<file path="config.mk">
export PLATFORM = sky130hd
export DESIGN_NAME = csm_ctrl
export DESIGN_NICKNAME = d
export VERILOG_FILES = /design/src/hdl/csm_pkg.sv /design/src/hdl/csm_ctrl.sv
export VERILOG_INCLUDE_DIRS = /design/src /design/src/hdl
export SDC_FILE = /design/constraint.sdc
export NUM_CORES = 1
export LEC_CHECK = 0
export ABC_CLOCK_PERIOD_IN_PS = 1700
export BUFFER_PORTS_ARGS = -buffer_cell sky130_fd_sc_hd__buf_2
export CORE_MARGIN = 10
export CORE_UTILIZATION = 47
export CTS_CLUSTER_DIAMETER = 50
export DETAILED_ROUTE_END_ITERATION = 12
export PLACE_DENSITY = 0.76
export SYNTH_ARGS = -nofsm -noshare
export SYNTH_HDL_FRONTEND = slang
export SYNTH_SLANG_ARGS = --single-unit
</file>
<file path="constraint.sdc">
create_clock -name clock -period 1.7 [get_ports clock]
set_input_delay 0 -clock clock [delete_from_list [all_inputs] [get_ports clock]]
set_output_delay 0 -clock clock [all_outputs]
set_load 0.05 [all_outputs]
</file>
<file path="src/hdl/costmap_goal_snap_search_defines.svh">
// ----------------------------------------------------------------------------
// costmap_goal_snap_search_defines
// Assertion macros used by the goal snap search controller.
// ----------------------------------------------------------------------------
`ifndef COSTMAP_GOAL_SNAP_SEARCH_DEFINES_SVH
`define COSTMAP_GOAL_SNAP_SEARCH_DEFINES_SVH

// Consequent checked in the same cycle as the antecedent.
`define CSM_ASSERT_NOW(lbl, ante, cons, msg) \
   lbl: assert property (@(posedge clock) disable iff (reset) (ante) |-> (cons)) \
      else $error(msg);

// Consequent checked in the cycle after the antecedent.
`define CSM_ASSERT_NEXT(lbl, ante, cons, msg) \
   lbl: assert property (@(posedge clock) disable iff (reset) (ante) |=> (cons)) \
      else $error(msg);

`endif

</file>
<file path="src/hdl/csm_pkg.sv">
// ----------------------------------------------------------------------------
// csm_pkg
// Types and constants of the costmap goal snap search.
// ----------------------------------------------------------------------------
package csm_pkg;

   localparam int STORE_AW    = 16;
   localparam int STORE_DEPTH = 65536;
   localparam int SIZE_W      = 31;
   localparam int COORD_W     = 32;
   localparam int COST_W      = 8;

   localparam logic [15:0] DIAG_Q16   = 16'd46334;
   localparam logic [47:0] ROUND_HALF = 48'd32768;
   localparam logic [7:0]  NO_COST    = 8'hFF;

   localparam logic CMD_WRITE = 1'b0;
   localparam logic CMD_QUERY = 1'b1;

   localparam logic [1:0] ST_KEPT    = 2'd0;
   localparam logic [1:0] ST_SNAPPED = 2'd1;
   localparam logic [1:0] ST_FAILED  = 2'd2;

   localparam logic [2:0] REG_MAP_WIDTH  = 3'd0;
   localparam logic [2:0] REG_MAP_HEIGHT = 3'd1;
   localparam logic [2:0] REG_ORIGIN_X   = 3'd2;
   localparam logic [2:0] REG_ORIGIN_Y   = 3'd3;
   localparam logic [2:0] REG_CELL_SIZE  = 3'd4;
   localparam logic [2:0] REG_THRESHOLD  = 3'd5;
   localparam logic [2:0] REG_MAX_RADIUS = 3'd6;
   localparam logic [2:0] REG_STEP       = 3'd7;

   localparam logic [2:0] DIR_E  = 3'd0;
   localparam logic [2:0] DIR_NE = 3'd1;
   localparam logic [2:0] DIR_N  = 3'd2;
   localparam logic [2:0] DIR_NW = 3'd3;
   localparam logic [2:0] DIR_W  = 3'd4;
   localparam logic [2:0] DIR_SW = 3'd5;
   localparam logic [2:0] DIR_S  = 3'd6;
   localparam logic [2:0] DIR_SE = 3'd7;

   typedef struct packed {
      logic       accept_write;
      logic       accept_query;
      logic       check;
      logic       index;
      logic       read;
      logic       save_goal;
      logic       ring_clear;
      logic       ring_step;
      logic       diag;
      logic       cand;
      logic       dir_inc;
      logic       finish;
      logic [1:0] fin_status;
   } ctl_cmd_type;

   typedef struct packed {
      logic bad;
      logic div_done;
      logic free;
      logic dir_last;
      logic r_over;
   } ctl_stat_type;

endpackage

</file>
<file path="src/hdl/csm_ctrl.sv">
// ----------------------------------------------------------------------------
// csm_ctrl
// Sequencer of the goal lookup and the ring search.
// ----------------------------------------------------------------------------
`include "costmap_goal_snap_search_defines.svh"

module csm_ctrl import csm_pkg::*; #(
   parameter int MAX_RINGS = 64
) (
   input  logic         clock,
   input  logic         reset,
   input  logic         start,
   input  logic         req_cmd,
   output logic         busy,
   output logic         rsp_valid,
   output ctl_cmd_type  ctl,
   input  ctl_stat_type stat
);
   localparam int KW = $clog2(MAX_RINGS + 1);

   typedef enum logic [8:0] {
      S_IDLE = 9'b000000001,
      S_PREP = 9'b000000010,
      S_DIV  = 9'b000000100,
      S_MUL  = 9'b000001000,
      S_ADDR = 9'b000010000,
      S_EVAL = 9'b000100000,
      S_RING = 9'b001000000,
      S_DIAG = 9'b010000000,
      S_CAND = 9'b100000000
   } state_type;

   state_type     state_ff, state_in;
   logic          probe_ff, probe_in;
   logic [KW-1:0] k_ff, k_in;
   logic          rsp_valid_ff;

   always_comb begin
      state_in = state_ff;
      probe_in = probe_ff;
      k_in     = k_ff;
      ctl      = '0;
      unique case (state_ff)
         S_IDLE: begin
            if (start) begin
               if (req_cmd == CMD_WRITE) begin
                  ctl.accept_write = 1'b1;
               end else begin
                  ctl.accept_query = 1'b1;
                  probe_in = 1'b0;
                  state_in = S_PREP;
               end
            end
         end
         S_PREP: begin
            ctl.check = 1'b1;
            state_in  = stat.bad ? S_EVAL : S_DIV;
         end
         S_DIV: begin
            if (stat.div_done) begin
               state_in = S_MUL;
            end
         end
         S_MUL: begin
            ctl.index = 1'b1;
            state_in  = S_ADDR;
         end
         S_ADDR: begin
            ctl.read = 1'b1;
            state_in = S_EVAL;
         end
         S_EVAL: begin
            if (!probe_ff) begin
               ctl.save_goal = 1'b1;
               if (stat.free) begin
                  ctl.finish     = 1'b1;
                  ctl.fin_status = ST_KEPT;
                  state_in       = S_IDLE;
               end else begin
                  ctl.ring_clear = 1'b1;
                  probe_in       = 1'b1;
                  k_in           = '0;
                  state_in       = S_RING;
               end
            end else if (stat.free) begin
               ctl.finish     = 1'b1;
               ctl.fin_status = ST_SNAPPED;
               state_in       = S_IDLE;
            end else if (stat.dir_last) begin
               state_in = S_RING;
            end else begin
               ctl.dir_inc = 1'b1;
               state_in    = S_CAND;
            end
         end
         S_RING: begin
            if (k_ff == KW'(MAX_RINGS) || stat.r_over) begin
               ctl.finish     = 1'b1;
               ctl.fin_status = ST_FAILED;
               state_in       = S_IDLE;
            end else begin
               ctl.ring_step = 1'b1;
               k_in          = k_ff + 1'b1;
               state_in      = S_DIAG;
            end
         end
         S_DIAG: begin
            ctl.diag = 1'b1;
            state_in = S_CAND;
         end
         S_CAND: begin
            ctl.cand = 1'b1;
            state_in = S_PREP;
         end
         default: state_in = S_IDLE;
      endcase
   end

   always_ff @(posedge clock) begin
      if (reset) begin
         state_ff     <= S_IDLE;
         probe_ff     <= 1'b0;
         k_ff         <= '0;
         rsp_valid_ff <= 1'b0;
      end else begin
         state_ff     <= state_in;
         probe_ff     <= probe_in;
         k_ff         <= k_in;
         rsp_valid_ff <= ctl.finish;
      end
   end

   assign busy      = state_ff != S_IDLE;
   assign rsp_valid = rsp_valid_ff;

   `CSM_ASSERT_NEXT(a_strobe_single, rsp_valid_ff, !rsp_valid_ff, "result strobe held")
   `CSM_ASSERT_NOW(a_strobe_idle, rsp_valid_ff, state_ff == S_IDLE, "strobe while busy")
   `CSM_ASSERT_NEXT(a_query_busy, start && !busy && req_cmd == CMD_QUERY, busy, "query lost")
   `CSM_ASSERT_NOW(a_ring_cap, state_ff == S_DIAG, k_ff != '0 && k_ff <= KW'(MAX_RINGS), "ring")

endmodule

</file>
Word-level counts from Yosys, hierarchy flattened:

Cells that the tools add are included.

* bits in registers: 18
* bits in latches: 0
* bits in writable memories: 0
* ROM bits: 0
* input port bits: 9
* logic and storage cells: 69
* memories kept: 0

* add/subtract/negate cells: 1
* $mul: 0
* div/mod/pow operators: 0
* order comparisons: 0
* equal/unequal tests: 17
* shifts and indexed selects: 0
* mux-type cells: 41
* bitwise logic cells: 0
* reduce and logical (&&, ||, !) cells: 6

Operators by type and width (count)
* $pmux 9 s9: 1
* $mux 9: 6
* $mux 7: 4
* $mux 1: 17
* $pmux 7 s2: 1
* $mux 3: 4
* $ne 2x2->1 const B: 6
* $eq 9x1->1 const B: 1
* $eq 9x2->1 const B: 1
* $eq 9x3->1 const B: 1
* $eq 9x4->1 const B: 1
* $eq 9x5->1 const B: 1
* $eq 9x6->1 const B: 1
* $eq 9x7->1 const B: 1
* $eq 9x8->1 const B: 1
* $eq 9x9->1 const B: 1
* $ne 9x1->1 const B: 1
* $mux 2: 4
* $mux 8: 1
* $add 7x1->7 const B: 1
* $eq 7x7->1 const B: 1
* $mux 6: 1
* $pmux 3 s2: 1
* $reduce_and 3->1: 2
* 4 further kinds: 5

Logic depth before layout (Yosys ltp):

Gate-level depths: netlist (run 1).

* depth after elaboration: 4
* mapped depth: 7
* depth with buffers taken out: 7

Worst setup path before layout (run 1):

Ideal clock, no wire load.

* path kind: register to output
* start point: register state_ff[5]
* end point: output port ctl[13] (netlist bit)
* arrival time: 2662 ps
* required time: 1700 ps
* path slack: -962 ps
* stages on the path, launching flop included: 5
* buffers on the path: 0
* cells stage by stage: dfxtp_1 > or4_4 > nor2_1 > nand2_1 > nor3b_1

RTL lines
* start: declaration: RTL line csm_ctrl.sv:33 `state_type state_ff, state_in;`
* start signal: assignment: RTL line csm_ctrl.sv:126 `state_ff <= state_in;`
* end: declaration: RTL line csm_ctrl.sv:16 `output ctl_cmd_type ctl,`

Final worst setup path (run 1):

* start point: register state_ff[0]
* end point: register state_ff[1]

* word-level cells in the longest chain between the ends: 3

Ends and longest elaborated chain
* $eq 9x3->1 or $eq 9x1->1 (tied branches): RTL line csm_ctrl.sv:43 `unique case (state_ff)`
* $ne 2x2->1 (no source line)
* $reduce_and 3->1 (no source line)

Parallel ways exist; a longest one is shown, timed or not.
A chain may end at the register's enable or synchronous reset.

==> out/metrics.yaml, run 1 <==
run_status: "finished with violations"
violations: "setup timing"
timing_worst_setup_path_type: "flip-flop to flip-flop"
post_synthesis_sequential_area_ratio: 0.3408
std_cell_rows: 17
post_route_cells_drive_above_1_share: 0.6193
tns_ns: -4.354
netlist-cell-type-count: 44
number_of_antenna_violations_at_the_first_check_in_global_routing: 0
dieArea_mm2: 0.004547
diodes: 0
setup-violations-final: 30
place_worst_setup_slack_ns: -0.1179
first_global_vias: 1274
maximum_fanout_along_the_worst_path: 5
cts-htree-levels: 1
tritoncts.num_buffers: 3
cts.path.max_buffers: 2
hpwlAfterDp_mm: 2.322
first_pass_grt_wire_length_mm: 5.809
worstSkewPairLatency_ns: 0.31
ir_worst_vdd_v: 0.0006732
finalNonFillerCells: 225
antenna_violating_nets_post_route: 0
synthesis.nets: 136
multi_input_comb_area_um2: 899.6
post_synth_inst_count: 125
timing.critical_path.from_type: "flip-flop"
timing.max_cap.violations: 0
drt-total-wl_mm: 5.528
grt-ovfl-total: 0
timing.max_slew.rel_slack: 0.5563
fin_util: 0.9193
pin_count: 25
viasPerCell: 6.253
ys_async_sr_fraction: 0
layout.nets: 210
number_of_cells_traversed_by_the_worst_hold_path: 3
critical_path_arrival_ns: 2.20
ys.flop_type: "sky130_fd_sc_hd__dfxtp_1"
tightest_slew_ns: 0.6624
clk_transition_reported_paths_ns: 0.11
num-fill-cells: 80
ctsRootBufferMaster: "sky130_fd_sc_hd__clkbuf_4"
worst_r2r_setup_slack_ns: -0.32
drtPass1Iterations: 4
chipWidth_um: 67.43
postLayoutSetupSlackWorst_ns: -0.3184
timing_hold_violations_final: 0
sequential_cell_area_um2: 381.6
number_of_enable_flip_flop_cells_after_synthesis: 0
gpl.final_weighted_congestion: 0.8464
area.growth.synth_to_final_pct: 88.64
synthesis.area_mm2: 0.001057
grt_setup_unrepaired: "true"
overall_track_demand_over_capacity_in_global_routing: 0.1648
fmax_mhz: 495.4
leakagePower_nw: 0.8312
reg2reg_depth: 5
wl_per_cell_um: 24.57
dpl.cell_count: 199
synth-seq-cells: 18
core_mm2: 0.002170
tritoncts: "built"
final.setup_skew_ns: 0.004427
p_per_area_mw_per_mm2: 663.4
period_share: 1.187
start_util: 0.4873
post-route-drc-count: 0
portBuffers: 24
grt_start_max_net_pins: 10
cp.required_ns: 1.89
timing.final.crit_period_ns: 2.018
synth-warning-count: 0
hold_ws_ns: 0.08064
hold_path.class: "primary input to flip-flop"
total_number_of_vias: 1407
cts.sink_count: 18
drt_first_iter_violations: 123
end_kind: "flip-flop"
chipHeight_um: 67.43
drv_slew: 0
avgSynthCellArea_um2: 8.458
[worst paths after layout]
kind,end,from
hold / removal,state_ff[6],stat[2]
setup / recovery,state_ff[1],state_ff[0]
hold reg to reg,state_ff[4],state_ff[3]
setup reg to reg,state_ff[1],state_ff[0]
[what timing repair did]
action / CTS / global route
buffers inserted: 7 / 14
endpoints found under the setup margin: 24 / 26
hold endpoints to repair: 7 / 0
hold buffers: 4 / 0
resized for setup: 40 / 44
pin swaps: 10 / 18
[metal layers]
layer / global-route usage / routed length, um
met1: 0.1861 / 1936
met2: 0.2903 / 2687
met3: 0.03802 / 467
met4: 0.06923 / 436
met5: 0 / 0
[cells in the final DEF (no fill, tap or decap), types with 3 or more instances in the layout]
| cell | instances |
|---|---|
| sky130_fd_sc_hd__inv_1 | 5 |
| sky130_fd_sc_hd__nor2_4 | 4 |
| sky130_fd_sc_hd__buf_6 | 19 |
| sky130_fd_sc_hd__dfxtp_1 | 9 |
| sky130_fd_sc_hd__nand3_1 | 5 |
| sky130_fd_sc_hd__a21oi_2 | 4 |
| sky130_fd_sc_hd__o21ai_0 | 3 |
| sky130_fd_sc_hd__nor3_4 | 4 |
| sky130_fd_sc_hd__dfxtp_4 | 4 |
| sky130_fd_sc_hd__xnor2_1 | 4 |
| sky130_fd_sc_hd__nor2_1 | 9 |
| sky130_fd_sc_hd__buf_4 | 36 |
| sky130_fd_sc_hd__dfxtp_2 | 5 |
| sky130_fd_sc_hd__dlygate4sd3_1 | 4 |
| sky130_fd_sc_hd__clkbuf_4 | 3 |
| sky130_fd_sc_hd__buf_8 | 4 |
| sky130_fd_sc_hd__nand2_1 | 4 |
| sky130_fd_sc_hd__nand2b_1 | 3 |
| sky130_fd_sc_hd__nor2b_4 | 3 |
| sky130_fd_sc_hd__buf_2 | 9 |
[metrics by stage]
stage / power (W) / instance area, um^2
6_report: 0.001323 / 1994
5_1_grt: 0.001359 / 1994
4_1_cts: 0.001127 / 1722
3_5_place_dp: 0.0008370 / 1476
3_3_place_gp: 0.0008294 / 1476
2_1_floorplan: 0.0007418 / 1160
[power by group]
| group | internal (W) | switching [W] | total [W] |
|---|---|---|---|
| logic | 0.000285 | 0.000348 | 0.000633 |
| clock network | 0.0000829 | 0.000153 | 0.000236 |
| registers | 0.000437 | 0.0000161 | 0.000454 |
[state kept, by name, indices dropped and copies added, names as in the netlist]
name and count:
state_ff 9, k_ff 7, rsp_valid 1, probe_ff 1
[cell usage after synthesis (all sizes together), types with 2 or more instances]
cell type  number  area, um^2
xnor2           4       35.03
o21ai           6       33.78
a21oi           6       30.03
nor2b           4       25.02
a211oi          3       22.52
or2             2       12.51
or4             2       18.77
nand2b          4       32.53
and3            2       12.51
nor4            2       27.53
nor3b           4       30.03
or3             3       23.77
mux2i           2       20.02
nand3           5       25.02
nor2           13       48.80
dfxtp          18       360.4
buf             3       26.27
inv             7       26.28
nand2           7       28.78
xor2            2       17.52
ha              2       25.02
nor3            7       35.03
a211o           2       17.52
a31oi           2       12.51
[final cells by class]
class / instances / area share
tap: 28 / 0.01757
clock buffer: 3 / 0.01129
timing repair buffer: 72 / 0.3156
multi-input combinational: 97 / 0.4511
inverter: 7 / 0.01317
sequential: 18 / 0.1913
[kinds of logic after synthesis]
kind of cell    Yosys count  synth area share
buf+inv                  10           0.04970
xor+xnor                  6           0.04970
simple gates             60            0.3444
flops                    18            0.3408
mux                       2           0.01894
compound gates           27            0.1728
fa+ha+maj                 2           0.02366
[critical path, stage by stage, from the launching register on]
cell,delay (ns)
sky130_fd_sc_hd__dfxtp_4,0.38
sky130_fd_sc_hd__buf_4,0.16
sky130_fd_sc_hd__nor3b_1,0.19
sky130_fd_sc_hd__a31oi_1,0.58
sky130_fd_sc_hd__o21ai_4,0.18
sky130_fd_sc_hd__a2111oi_1,0.41
Note: power is estimated with default switching activity, not from simulation.
==> run 2, diff against run 1 <==
==> constraint.sdc (replaced) <==
create_clock -name clock -period 1.7 [get_ports clock]
set_input_delay 0 -clock clock [delete_from_list [all_inputs] [get_ports clock]]
set_output_delay 0 -clock clock [all_outputs]
set_load 0.1 [all_outputs]
==> out/metrics.yaml, run 2 <==
synthesis.nets: 136  # unchanged
hpwlAfterDp_mm: 3.034  # was 2.322 mm
synth-warning-count: 0  # unchanged
synth_top_cell_area_share: 0.3408  # unchanged
cts.path.max_buffers: 2  # unchanged
ys_async_sr_fraction: 0  # unchanged
gpl.final_weighted_congestion: 0.8630  # was 0.8464
post_synthesis_sequential_area_ratio: 0.3408  # unchanged
ys.flop_type: "sky130_fd_sc_hd__dfxtp_1"  # unchanged
run.stop_error: "[ERROR DPL-0038] Utilization greater than 100%, impossible to legalize"
tritoncts.num_buffers: 3  # unchanged
cts.sink_count: 18  # unchanged
post-synth-top-count-cell: "sky130_fd_sc_hd__dfxtp_1"  # unchanged
pin_count: 25  # unchanged
portBuffers: 24  # unchanged
start_util: 0.4873  # unchanged
stop_stage: "global routing"
netlist-cell-type-count: 44  # unchanged
post_synth_inst_count: 125  # unchanged
number_of_enable_flip_flop_cells_after_synthesis: 0  # unchanged
chipHeight_um: 67.43  # unchanged
postGrtWorstEndpoint: "ctl[13]"
run_status: "did not finish"  # was finished with violations
synth-seq-cells: 18  # unchanged
chipWidth_um: 67.43  # unchanged
cts-htree-levels: 1  # unchanged
ys_top_cells_by_count: "18 x sky130_fd_sc_hd__dfxtp_1, 13 x sky130_fd_sc_hd__nor2_1, 7 x sky130_fd_sc_hd__inv_1, 7 x sky130_fd_sc_hd__nor3_1"  # unchanged
timing.worst_endpoint.kind: "primary output"
synth_top_cell_by_area: "sky130_fd_sc_hd__dfxtp_1"  # unchanged
ctsRootBufferMaster: "sky130_fd_sc_hd__clkbuf_4"  # unchanged
grt_start_max_net_pins: 11
std_cell_rows: 17  # unchanged
avgSynthCellArea_um2: 8.458  # unchanged
largest_cells_by_area_after_synthesis: "sky130_fd_sc_hd__dfxtp_1 34%, sky130_fd_sc_hd__nor2_1 4.6%, sky130_fd_sc_hd__nor3_1 3.3%, sky130_fd_sc_hd__xnor2_1 3.3%, sky130_fd_sc_hd__a21oi_1 2.8%"  # unchanged
synthesis.area_mm2: 0.001057  # unchanged
==> run 2: cell counts after synthesis <==
Identical to the previous run, type by type.
==> run 2: timing repair <==
action                     4_1_cts
setup buffers                    6
pin swaps                       18
setup endpoints to repair       29
resized for setup               27
hold endpoints to repair         6
hold buffers                     3
==> run 2: cells by family after synthesis <==
group	Yosys count	synth area share
adder cells (fa/ha/maj)	2	0.02366
AND/OR/NAND/NOR	60	0.3444
XOR/XNOR	6	0.04970
buffers and inverters	10	0.04970
flip-flops	18	0.3408
multiplexers	2	0.01894
AO/OA/AOI/OAI	27	0.1728
==> run 2: stage by stage <==
stage	area, um^2	utilization	hold slack (ns)	setup slack, ns	cells
4_1_cts	2026	0.9337	0.05330	-0.2989	220
3_5_place_dp	1805	0.8322	0.2792	-0.1538	208
3_3_place_gp	1805	0.8322	0.2624	-0.05256	208
2_1_floorplan	1211	-	0.1098	-0.4503	125
==> run 3, diff against run 2 <==
--- a/config.mk
+++ b/config.mk
@@ -6,13 +6,12 @@
 export SDC_FILE = /design/constraint.sdc
 export NUM_CORES = 1
 export LEC_CHECK = 0
-export ABC_CLOCK_PERIOD_IN_PS = 1700
+export ABC_CLOCK_PERIOD_IN_PS = 2200
 export BUFFER_PORTS_ARGS = -buffer_cell sky130_fd_sc_hd__buf_2
-export CORE_MARGIN = 10
-export CORE_UTILIZATION = 47
-export CTS_CLUSTER_DIAMETER = 50
+export CORE_AREA = 10 10 71 73
 export DETAILED_ROUTE_END_ITERATION = 12
-export PLACE_DENSITY = 0.76
+export DIE_AREA = 0 0 81 83
+export PLACE_DENSITY_LB_ADDON = 0.15
 export SYNTH_ARGS = -nofsm -noshare
 export SYNTH_HDL_FRONTEND = slang
 export SYNTH_SLANG_ARGS = --single-unit
==> constraint.sdc (replaced) <==
create_clock -name clock -period 2.2 [get_ports clock]
set_input_delay 0 -clock clock [delete_from_list [all_inputs] [get_ports clock]]
set_output_delay 0 -clock clock [all_outputs]
set_load 0.1 [all_outputs]
==> out/metrics.yaml, run 3 (synthesized netlist as in run 1, its figures left out) <==
ir_worst_vdd_v: 0.0002724
reg2reg_depth: 7
pin_count: 25  # unchanged
timing.critical_path.from_type: "flip-flop"
grt_setup_unrepaired: "false"
finalInstanceArea_mm2: 0.001400
gpl.final_weighted_congestion: 0.7637  # was 0.8630
hpwlAfterDp_mm: 2.241  # was 3.034 mm
drtPass1Iterations: 4
cts-htree-levels: 1  # unchanged
period_share: 0.9280
dieArea_mm2: 0.006723
cts_hold_buf: 0  # was 3
drt-total-wl_mm: 2.835
leakagePower_nw: 0.5613
ctsRootBufferMaster: "sky130_fd_sc_hd__clkbuf_8"  # was sky130_fd_sc_hd__clkbuf_4
worst_r2r_setup_slack_ns: 0.17
drv_slew: 0
overall_track_demand_over_capacity_in_global_routing: 0.08839
viasPerCell: 4.891
critical_path.reg2reg.startpoint: "k_ff[0]"
drt_first_iter_violations: 83
crit-reg2reg-capture: "k_ff[6]"
layout.nets: 166
cts.sink_count: 18  # unchanged
timing_hold_violations_final: 0
timing.max_slew.rel_slack: 0.6616
post_route_cells_drive_above_1_share: 0.3137
first_global_vias: 1033
area.growth.synth_to_final_pct: 32.43
clk_transition_reported_paths_ns: 0.07
number_of_cells_traversed_by_the_worst_hold_path: 3
post-route-drc-count: 0
start_util: 0.2910  # was 0.4873
std_cell_rows: 22  # was 17
number_of_antenna_violations_at_the_first_check_in_global_routing: 0
cp.required_ns: 2.20
largest_reg_flops: 9
tns_ns: 0
critical_path_arrival_ns: 2.04
end_kind: "output pin"
cp-startpoint: "k_ff[2]"
maximum_fanout_along_the_worst_path: 5
dpl-instance-area_mm2: 0.001349  # was 0.001805 mm^2
fmax_mhz: 489.8
timing.max_cap.violations: 0
run_status: "completed"  # was did not finish
timing_worst_setup_path_type: "flip-flop to output pin"
timing.final.crit_period_ns: 2.042
hold_path.class: "primary input to flip-flop"
setup-violations-final: 0
portBuffers: 24  # unchanged
total_number_of_vias: 983
timing.critical_path.to: "ctl[2]"
largest_register: "state_ff"
core_mm2: 0.003633
tightest_slew_ns: 0.5066
antenna_violating_nets_post_route: 0
p_per_area_mw_per_mm2: 628.6
largestRegisters: "state_ff (9), k_ff (7)"
cts.path.max_buffers: 2  # unchanged
chipWidth_um: 81  # was 67.43 um
fin_util: 0.3853
wl_per_cell_um: 14.10
final.setup_skew_ns: 0.005676
grt_start_max_net_pins: 12
diodes: 0
grt-ovfl-total: 0
final_cell_mix: "18 x sky130_fd_sc_hd__buf_2, 18 x sky130_fd_sc_hd__dfxtp_1, 11 x sky130_fd_sc_hd__nor2_1, 7 x sky130_fd_sc_hd__inv_1"
first_pass_grt_wire_length_mm: 4.871
worstSkewPairLatency_ns: 0.26
tritoncts.num_buffers: 3  # unchanged
tritoncts: "built"
num-fill-cells: 391
chipHeight_um: 83  # was 67.43 um
[run 3: repair_timing]
item | in CTS | in global routing
buffers inserted | 0 | 0
endpoints found under the setup margin | 0 | 4
gates resized for setup | 0 | 3
[run 3: area by class of cell]
class	count	area [um^2]	share of cell area
Tap cell	48	60.06	0.04290
Inverter	7	26.28	0.01877
Multi-Input combinational cell	97	696.9	0.4978
Clock buffer	3	41.29	0.02949
Sequential cell	18	360.3	0.2574
Timing Repair Buffer	28	215.2	0.1537
[run 3: worst min path at each step]
stage / start / to
floorplan: req_cmd / ctl[13]
global placement: stat[4] / state_ff[5]
detailed placement: stat[4] / state_ff[5]
CTS: stat[4] / state_ff[5]
global route: stat[4] / state_ff[5]
finish: stat[4] / state_ff[5]
[run 3: power breakdown]
group / internal [W] / switching, W
Sequential: 0.000336 / 0.0000231
Clock: 0.000122 / 0.000115
Combinational: 0.0000783 / 0.000206
[run 3: stage by stage]
stage	setup WS, ns	instances	hold slack, ns	total power, W
final	0.1585	201	0.02242	0.0008801
after global routing	0.01364	201	0.02912	0.0009209
after CTS	0.1002	201	0.01199	0.0008882
after detailed placement	0.1992	198	0.2867	0.0006518
after global placement	0.2097	198	0.2869	0.0006527
after floorplan	-0.7868	125	0.1115	0.0006089
[run 3: worst max-delay path, stage by stage, from the launching register on]
cell and delay, ns:
sky130_fd_sc_hd__dfxtp_1 0.36, sky130_fd_sc_hd__nor4b_1 0.49, sky130_fd_sc_hd__a21oi_1 0.16, sky130_fd_sc_hd__o22ai_1 0.18, sky130_fd_sc_hd__nand3_1 0.18, sky130_fd_sc_hd__inv_1 0.09
sky130_fd_sc_hd__clkbuf_4 0.32
[run 3: metal layers]
| metal | track usage | part of all wire | wire (um) | up-vias |
|---|---|---|---|---|
| met4 | 0.03756 | 0.015 | 42 | 0 |
| met1 | 0.1185 | 0.49 | 1393 | 448 |
| li1 | - | - | - | 507 |
| met3 | 0.02694 | 0.066 | 188 | 4 |
| met2 | 0.1254 | 0.43 | 1209 | 24 |
| met5 | 0 | 0 | 0 | - |
